### config.mk
export PLATFORM = sky130hd
export DESIGN_NAME = lfpq_cell
export DESIGN_NICKNAME = d
export VERILOG_FILES = /design/src/design/lfpq_pkg.sv /design/src/design/lfpq_cell.sv
export SDC_FILE = /design/constraint.sdc
export NUM_CORES = 1
export LEC_CHECK = 0
export BUFFER_PORTS_ARGS = -buffer_cell sky130_fd_sc_hd__clkbuf_2
export CAP_MARGIN = 20
export CORE_AREA = 2 2 145 147
export DETAILED_ROUTE_END_ITERATION = 8
export DIE_AREA = 0 0 147 149
export GPL_TIMING_DRIVEN = 0
export SKIP_LAST_GASP = 1
export SLEW_MARGIN = 15
export SYNTH_ARGS = -nofsm -noshare
export SYNTH_HDL_FRONTEND = slang
export SYNTH_SLANG_ARGS = --single-unit
### constraint.sdc
create_clock -name clock -period 5.16 [get_ports clock]
set_clock_uncertainty 0.05 [all_clocks]
set_input_delay 0 -clock clock [delete_from_list [all_inputs] [get_ports clock]]
set_output_delay 0 -clock clock [all_outputs]
set_load 0.005 [all_outputs]
### src/design/lfpq_pkg.sv
// Shared types, constants and key compare function for the lexicographic priority queue.
package lfpq_pkg;

   localparam int CAPACITY    = 64;
   localparam int KEY_FIELDS  = 3;
   localparam int KEY_WIDTH   = 16;
   localparam int ENTRY_WIDTH = 32;
   localparam int COUNT_WIDTH = $clog2(CAPACITY + 1);

   localparam logic [1:0] ACT_INSERT = 2'd0;
   localparam logic [1:0] ACT_REMOVE = 2'd1;
   localparam logic [1:0] ACT_PEEK   = 2'd2;
   localparam logic [1:0] ACT_CLEAR  = 2'd3;

   localparam logic [1:0] STAT_OK    = 2'd0;
   localparam logic [1:0] STAT_EMPTY = 2'd1;
   localparam logic [1:0] STAT_FULL  = 2'd2;

   localparam logic [1:0] OP_HOLD       = 2'd0;
   localparam logic [1:0] OP_TAKE_NEW   = 2'd1;
   localparam logic [1:0] OP_TAKE_LEFT  = 2'd2;
   localparam logic [1:0] OP_TAKE_RIGHT = 2'd3;

   typedef logic [KEY_FIELDS-1:0][KEY_WIDTH-1:0] key_set_type;

   typedef struct packed {
      logic [ENTRY_WIDTH-1:0] entry;
      key_set_type            keys;
   } cell_data_type;

   typedef struct packed {
      logic       cmp_en;
      logic [1:0] op;
   } cell_ctrl_type;

   // True when stored key a orders strictly after new key b over the first n components.
   function automatic logic key_greater(key_set_type a, key_set_type b, logic [1:0] n);
      logic gt0, gt1, gt2, eq0, eq1;
      gt0 = a[0] > b[0];
      gt1 = a[1] > b[1];
      gt2 = a[2] > b[2];
      eq0 = a[0] == b[0];
      eq1 = a[1] == b[1];
      return gt0 | (eq0 & (n >= 2'd2) & (gt1 | (eq1 & (n >= 2'd3) & gt2)));
   endfunction

endpackage

### src/design/lfpq_cell.sv
// One storage cell of the sorted chain: payload, keys and a registered compare flag.
module lfpq_cell (
   input  logic                   clock,
   input  lfpq_pkg::cell_ctrl_type ctrl,
   input  logic [1:0]             used_keys,
   input  lfpq_pkg::key_set_type  cmp_keys,
   input  lfpq_pkg::cell_data_type new_data,
   input  lfpq_pkg::cell_data_type left_data,
   input  lfpq_pkg::cell_data_type right_data,
   output lfpq_pkg::cell_data_type data,
   output logic                   greater
);
   import lfpq_pkg::*;

   cell_data_type data_ff, data_in;
   logic          greater_ff;

   always_comb begin
      case (ctrl.op)
         OP_TAKE_NEW:   data_in = new_data;
         OP_TAKE_LEFT:  data_in = left_data;
         OP_TAKE_RIGHT: data_in = right_data;
         default:       data_in = data_ff;
      endcase
   end

   always_ff @(posedge clock) begin
      data_ff <= data_in;
      if (ctrl.cmp_en) begin
         greater_ff <= key_greater(data_ff.keys, cmp_keys, used_keys);
      end
   end

   assign data    = data_ff;
   assign greater = greater_ff;

endmodule

==> metrics.md, run 1 <==
| Metric | Value |
|---|---|
| Worst Hold Launch | right_data[0] |
| Crit share post-route | 0.485 |
| Setup-failing EPs final | 0 |
| Detailed Place HPWL | 15800 µm |
| Worst hold endpoint | data[0] |
| Final Max Slew Viols | 0 |
| Design Area, Final | roughly 9000 µm² |
| Post-synth top area share | 0.462 |
| R2R Path Start | data[46] |
| Area leader, netlist | edfxtp_1 |
| Psw | a little under 0.6 mW |
| RSZ-0062 raised after global routing | false |
| Routed via count | 5736 |
| Max Cap Viol | 0 |
| Vias/cell | ~4.4 |
| Diodes inserted | 0 |
| Max VDD drop | 0.135 mV |
| Fmax | approximately 0.4 GHz |
| Initial antenna violation count | 0 |
| WS Path Type | register to register |
| Worst R2R End | greater |
| Area after DPL | 7500 µm² |
| DR iter-0 viols | around 190 |
| Total wire length | between 20000 and 25000 µm |
| Number of remaining DRC errors | 0 |
| Cells after Synth | between 500 and 600 |
| Sink Count | slightly above 80 |
| Switching power share of the total | 0.285 |
| Largest net degree at the start of global routing | 53 |
| # port buffers | 372 |
| Met2 wire len | roughly 10000 µm |
| Post-CTS resize count | 0 |
| Pint | between 1 and 1.5 mW |
| Clk buf depth | 2 |
| Critical Path End Type | register |
| Status | finished, final reports clean |
| Aggregate global-route resource usage | 0.182 |
| Synth Warn # | 0 |
| Synthesized flop and latch total | 81 |
| Clk pwr share | 0.295 |
| CP arrival | 2.54 ns |
| Cell depth of the worst flop-to-flop path | 7 |
| Min Tclk post-route | about 2.5 ns |
| Die ar. | 21900 µm² |
| CORE AREA | a little over 20000 µm² |
| Actual slew at the worst max-slew pin | slightly above 0.7 ns |
| Highest metal used | met4 |
| Post-CTS setup buffer count | 0 |
| CTS root buf | clkbuf_16 |
| Average size of a mapped cell | a little over 10 µm² |
| Combinational fraction of design power | 0.286 |
| Net Count, Synth | 863 |
| Area Overhead vs Synth | 70.5% |
| Synthesized cell area | about 5300 µm² |
| Layout Cells excl Fill | between 1000 and 1500 |
| Die height | approximately 150 µm |
| Worst endpoint required time | between 5 and 6 ns |
| CP Launch Type | register |
| Rows | 53 |
| Sequential power share | 0.419 |
| Met3 wire len | roughly 1500 µm |
| Synth area leaders | edfxtp_1 (46%), mux2i_1 (15%), ha_1 (11%) |
| # IOs | about 380 |
| Pwr/cell area | between 200 and 250 nW/µm² |
| Worst Path Max Fanout | 3 |
| Synth cell types | 28 |
| Max_slew headroom | 0.517 |
| Post-synthesis sequential area ratio | 0.462 |
| Depth of the CTS H-tree | 3 |
| Layout cell share with drive strength beyond 1 | 0.385 |
| 1st-pass router iterations | 5 |
| Min-Delay Path Class | input port to register |
| WL/cell | between 15 and 20 µm |
| Leak | 4.54 nW |
| First-pass GRT wire length | 30500 µm |
| Hold Path Depth | 3 |
| Final #Nets | roughly 1400 |
| Wl on met1 | ~8400 µm |
| Global route total overflow | 0 |
| Clk slew on worst S/H paths | around 0.060 ns |
| GP Congestion | between 0.7 and 0.8 |
| Placed cells | between 1000 and 1500 |
| CTS tree | built |
| Reg2reg setup slack | roughly 2.7 ns |
| Setup TNS | 0 ns |
| Fillers | roughly 2000 |
| Chip width | between 100 and 150 µm |
| Final hold violation count | 0 |
| Inserted Clock Buffers | 9 |
| Clock latency on the worst-skew pair | about 0.34 ns |
| Number of global-route vias before repair | 5831 |
| Hold buffer count at CTS | around 120 |
| Initial Util | 0.256 |
| Routed Antenna Nets | 0 |
==> synth_stat cells <==
master,count
a21oi_1,100
nor2_1,82
edfxtp_1,81
mux2i_1,80
inv_1,49
ha_1,48
clkbuf_1,19
nand4_1,10
buf_2,8
nand2_1,8
nand3_1,6
a21o_1,4
nor2b_1,4
nor3_1,3
o21ai_0,3
nor4_1,2
o211ai_1,2
o21a_1,2
a2111oi_0,1
a211o_1,1
a211oi_1,1
a221o_1,1
nor4b_1,1
o21ba_2,1
o311ai_0,1
or2_1,1
or2_2,1
or3_1,1
==> state kept, by name, indices dropped and copies added, names as in the netlist <==
name and cells:
data 80, greater 1
==> metrics by stage <==
stage	total power [mW]	util	worst slack, ns	hold slack [ns]
3_3_place_gp	1.36	0.364	1.78	0.151
4_1_cts	2.07	0.437	2.71	0.00234
6_report	2.04	0.437	2.66	0.00799
2_1_floorplan	1.09	-	3.06	0.0625
3_5_place_dp	1.37	0.365	2.57	0.179
5_1_grt	2.17	0.437	2.56	0.00113
==> power groups by stage <==
stage	registers, mW	clock network (mW)	logic (mW)
after floorplan	0.872	0	0.218
after global placement	0.870	0	0.491
after detailed placement	0.872	0	0.500
after CTS	0.859	0.625	0.588
after global routing	0.866	0.652	0.653
final	0.857	0.602	0.585
==> layer usage <==
layer	vias up	global-route usage
met5	-	0
met4	0	0.0519
met3	20	0.0529
met2	257	0.321
met1	2573	0.215
li1	2886	-
==> worst max-delay path, cell delays in order, from the launching register on <==
cell	delay (ns)
edfxtp_1	0.41
ha_1	0.33
a21oi_1	0.16
nand2_1	0.07
a21oi_1	0.34
nor4b_1	0.45
nor3_1	0.13
or3_1	0.32
==> cell usage in the layout, fill, tap and decap left out, types with 3 or more instances in the layout <==
master,n
clkbuf_2,372
nand2_1,8
edfxtp_1,81
o21ai_0,3
nand3_1,6
a21oi_1,100
clkinvlp_4,3
nand4_1,10
nor2_1,82
nor2b_1,4
clkbuf_16,9
nor3_1,3
clkbuf_1,21
ha_1,48
inv_1,49
buf_2,8
mux2i_1,80
a21o_1,4
dlygate4sd3_1,121
==> logic make-up (layout without fill, tap and decap cells) <==
group           count (synthesis)  count (layout)  synth area share
flops                          81              81             0.462
compound gates                117             117             0.119
fa+ha+maj                      48              48             0.114
buf+inv                        76             586            0.0560
simple gates                  119             119            0.0969
mux                            80              80             0.152
==> final cells by class <==
type	count	area (µm²)	share of cell area
well taps	275	344	0.0383
plain buffers	27	111	0.0124
inverters	49	184	0.0205
clock buffers	11	233	0.0259
repair buffers	494	3100	0.345
flip-flops and latches	81	2430	0.271
clock inverters	5	32.5	0.00362
multi-input cells	364	2540	0.283
==> worst max path at each step <==
| stage | startpoint | endpoint | slack (ns) | cells past startpoint |
|---|---|---|---|---|
| 4_1_cts | data[44] | greater | 2.71 | 6 |
| 3_5_place_dp | ctrl[1] | data[38] | 2.57 | 4 |
| 3_3_place_gp | ctrl[1] | data[53] | 1.78 | 3 |
| 6_report | data[46] | greater | 2.66 | 7 |
| 5_1_grt | ctrl[1] | data[27] | 2.56 | 5 |
| 2_1_floorplan | data[30] | greater | 3.06 | 7 |
(Power assumes the default switching activity.)
==> run 2: changes to the inputs <==
--- a/config.mk
+++ b/config.mk
@@ -7,9 +7,9 @@
 export LEC_CHECK = 0
 export BUFFER_PORTS_ARGS = -buffer_cell sky130_fd_sc_hd__clkbuf_2
 export CAP_MARGIN = 20
-export CORE_AREA = 2 2 145 147
+export CORE_AREA = 2 2 144 146
 export DETAILED_ROUTE_END_ITERATION = 8
-export DIE_AREA = 0 0 147 149
+export DIE_AREA = 0 0 146 148
 export GPL_TIMING_DRIVEN = 0
 export SKIP_LAST_GASP = 1
 export SLEW_MARGIN = 15
==> constraint.sdc (replaced) <==
create_clock -name clock -period 2.3 [get_ports clock]
set_clock_uncertainty 0.05 [all_clocks]
set_input_delay 0 -clock clock [delete_from_list [all_inputs] [get_ports clock]]
set_output_delay 0 -clock clock [all_outputs]
set_load 0.005 [all_outputs]
==> run 2 against run 1 <==
Design area grew 2.3%. Global-route usage grew 0.50 points. Fmax grew 9.9%. Sequential share of layout area shrank 0.62 points. Routed wire length grew 0.81%. Final cell count grew 0.38%. Largest cell class unchanged. Highest routed layer unchanged.
==> metrics.md, run 2 (synthesized netlist as in run 1, its figures left out) <==
| Metric | Value |
|---|---|
| Routed via count | 5901 (+2.9%) |
| Final #Nets | 1378 (+0.73%) |
| Setup-failing EPs final | 0 (unchanged) |
| Clk slew on worst S/H paths | 0.07 ns (about the same) |
| # IOs | 375 (unchanged) |
| Number of remaining DRC errors | 0 (unchanged) |
| Depth of the CTS H-tree | 3 (unchanged) |
| Min-Delay Path Class | input port to register |
| Switching power share of the total | 0.273 (-0.0127) |
| Routed Antenna Nets | 0 (unchanged) |
| Max Cap Viol | 0 (unchanged) |
| Max VDD drop | 0.311 mV (+130%) |
| CORE AREA | 20000 µm² (-2.5%) |
| Min Tclk post-route | 2.28 ns (-0.225 ns) |
| Diodes inserted | 0 (unchanged) |
| Max FFs per register | 80 (unchanged) |
| Number of global-route vias before repair | 6060 (+3.9%) |
| Inserted Clock Buffers | 9 (unchanged) |
| Fillers | 1944 (-3.1%) |
| Psw | 1.32 mW (+130%) |
| Combinational fraction of design power | 0.280 (-0.006) |
| Area after DPL | 7500 µm² (about the same) |
| Area of the multi-input gates | 2620 µm² (+2.9%) |
| DR iter-0 viols | 167 (-11%) |
| Worst Path Max Fanout | 2 (-1) |
| Status | finished, final reports clean |
| First-pass GRT wire length | 31100 µm (+2.1%) |
| Reg area | 2430 µm² (unchanged) |
| CTS tree | built |
| Die ar. | 21600 µm² (-1.3%) |
| Final core utilization | 0.459 (+0.0218) |
| Area Overhead vs Synth | 74.4% |
| Clk buf depth | 2 (unchanged) |
| GP Congestion | 0.813 (+4.6%) |
| Aggregate global-route resource usage | 0.187 (+0.00497) |
| Fmax | 0.439 GHz (+9.9%) |
| Global route total overflow | 0 (unchanged) |
| CTS root buf | clkbuf_16 |
| Sequential power share | 0.396 (-0.023) |
| Chip width | 146 µm (-0.68%) |
| Initial Util | 0.263 (+0.00663) |
| Most frequent cells in the layout | clkbuf_2 (374), dlygate4sd3_1 (126), a21oi_1 (98) |
| Total wire length | 20800 µm (+0.81%) |
| CP Launch Type | register |
| Layout cell share with drive strength beyond 1 | 0.397 (+0.0117) |
| WL/cell | 15.9 µm (+0.43%) |
| WS Path Type | register to register |
| Crit share post-route | 0.990 (+0.505) |
| 1st-pass router iterations | 4 (-1) |
| Vias/cell | 4.50 (+2.5%) |
| Tot Pwr | 4.86 mW (+140%) |
| Leak | 4.64 nW (+2.1%) |
| CP arrival | 2.31 ns (-0.23 ns) |
| Pint | 3.53 mW (+140%) |
| Final Max Slew Viols | 0 (unchanged) |
| Layout Cells excl Fill | 1311 (+0.38%) |
| Clock latency on the worst-skew pair | 0.34 ns (about the same) |
| Worst endpoint required time | 2.33 ns (-2.87 ns) |
| Commonest non-fill, non-tap cell in the layout | clkbuf_2 |
| Clk pwr share | 0.324 (+0.029) |
| Placed cells | 1164 (-0.43%) |
| Final hold violation count | 0 (unchanged) |
| Setup WS pre-CTS | -0.383 ns (-2.95 ns) |
| Critical Path End Type | register |
| # port buffers | 372 (unchanged) |
| Pwr/cell area | 528 nW/µm² (+130%) |
| Sink Count | 81 (unchanged) |
| Largest net degree at the start of global routing | 50 (-5.7%) |
| Max_slew headroom | 0.510 (-0.00681) |
| Die height | 148 µm (-0.67%) |
| RSZ-0062 raised after global routing | true |
| Detailed Place HPWL | 15600 µm (-1.4%) |
| Initial antenna violation count | 0 (unchanged) |
| Final setup margin | 0.0228 ns (-2.64 ns) |
| Design Area, Final | 9190 µm² (+2.3%) |
| Actual slew at the worst max-slew pin | 0.734 ns (+0.0102 ns) |
| Rows | 52 (-1.9%) |
## run 2: cell count changes in the layout (fill, tap and decap cells not counted), sizes merged
cell	delta
clkinv	+2
clkinvlp	-3
inv	+1
dlygate4sd3	+5
buf	+5
clkbuf	-2
bufinv	+2
## run 2: worst paths after layout
check                start       end  slack (ns)  cells after the start
min reg2reg       data[15]   greater        0.93                      4
max reg2reg       data[18]   greater        0.02                      5
max               data[18]   greater        0.02                      5
min          left_data[13]  data[13]        0.01                      3
## run 2: worst max-delay path, stage by stage (launching register included)
cell and delay, ns:
edfxtp_1 0.48, ha_1 0.35, nand4_1 0.12, nor4_2 0.53
nor3_1 0.12, or3_1 0.37
## run 2: area by class of cell
| type | instances | share of cell area |
|---|---|---|
| Clock buffer | 9 | 0.0245 |
| Tap cell | 270 | 0.0368 |
| Sequential cell | 81 | 0.265 |
| Buffer | 27 | 0.0124 |
| Multi-Input combinational cell | 364 | 0.285 |
| Timing Repair Buffer | 504 | 0.347 |
| Inverter | 49 | 0.0200 |
| Clock inverter | 7 | 0.0102 |
## run 2: metal layers
metal	vias to the layer above	routed length (µm)	share of wire	track usage
met5	-	0	0	0
met1	2667	8440	0.41	0.214
met3	48	1460	0.070	0.0497
met2	278	10200	0.49	0.328
met4	0	728	0.035	0.0816
li1	2908	-	-	-
## run 2: power groups by stage
stage / registers (mW) / clock network (mW) / logic (mW)
finish: 1.92 / 1.57 / 1.36
global route: 1.94 / 1.69 / 1.51
CTS: 1.92 / 1.63 / 1.34
detailed placement: 1.96 / 0 / 1.12
global placement: 1.95 / 0 / 1.10
floorplan: 1.96 / 0 / 0.488
## run 2: repair_timing
| action | CTS | global route |
|---|---|---|
| cloned | 0 | 0 |
| hold buffers | 126 | 0 |
| gates resized for setup | 9 | 6 |
| hold endpoints to repair | 80 | 0 |
| pin swaps | 1 | 1 |
| setup endpoints to repair | 46 | 6 |
| buffers inserted | 2 | 3 |
## run 2: stage by stage
step                      setup TNS, ns  hold WS (ns)
after detailed placement         -21.32         0.158
after floorplan                       0        0.0625
after global placement           -83.71         0.152
after CTS                      -0.00444      0.000484
final                                 0        0.0135
after global routing            -0.0871       0.00809
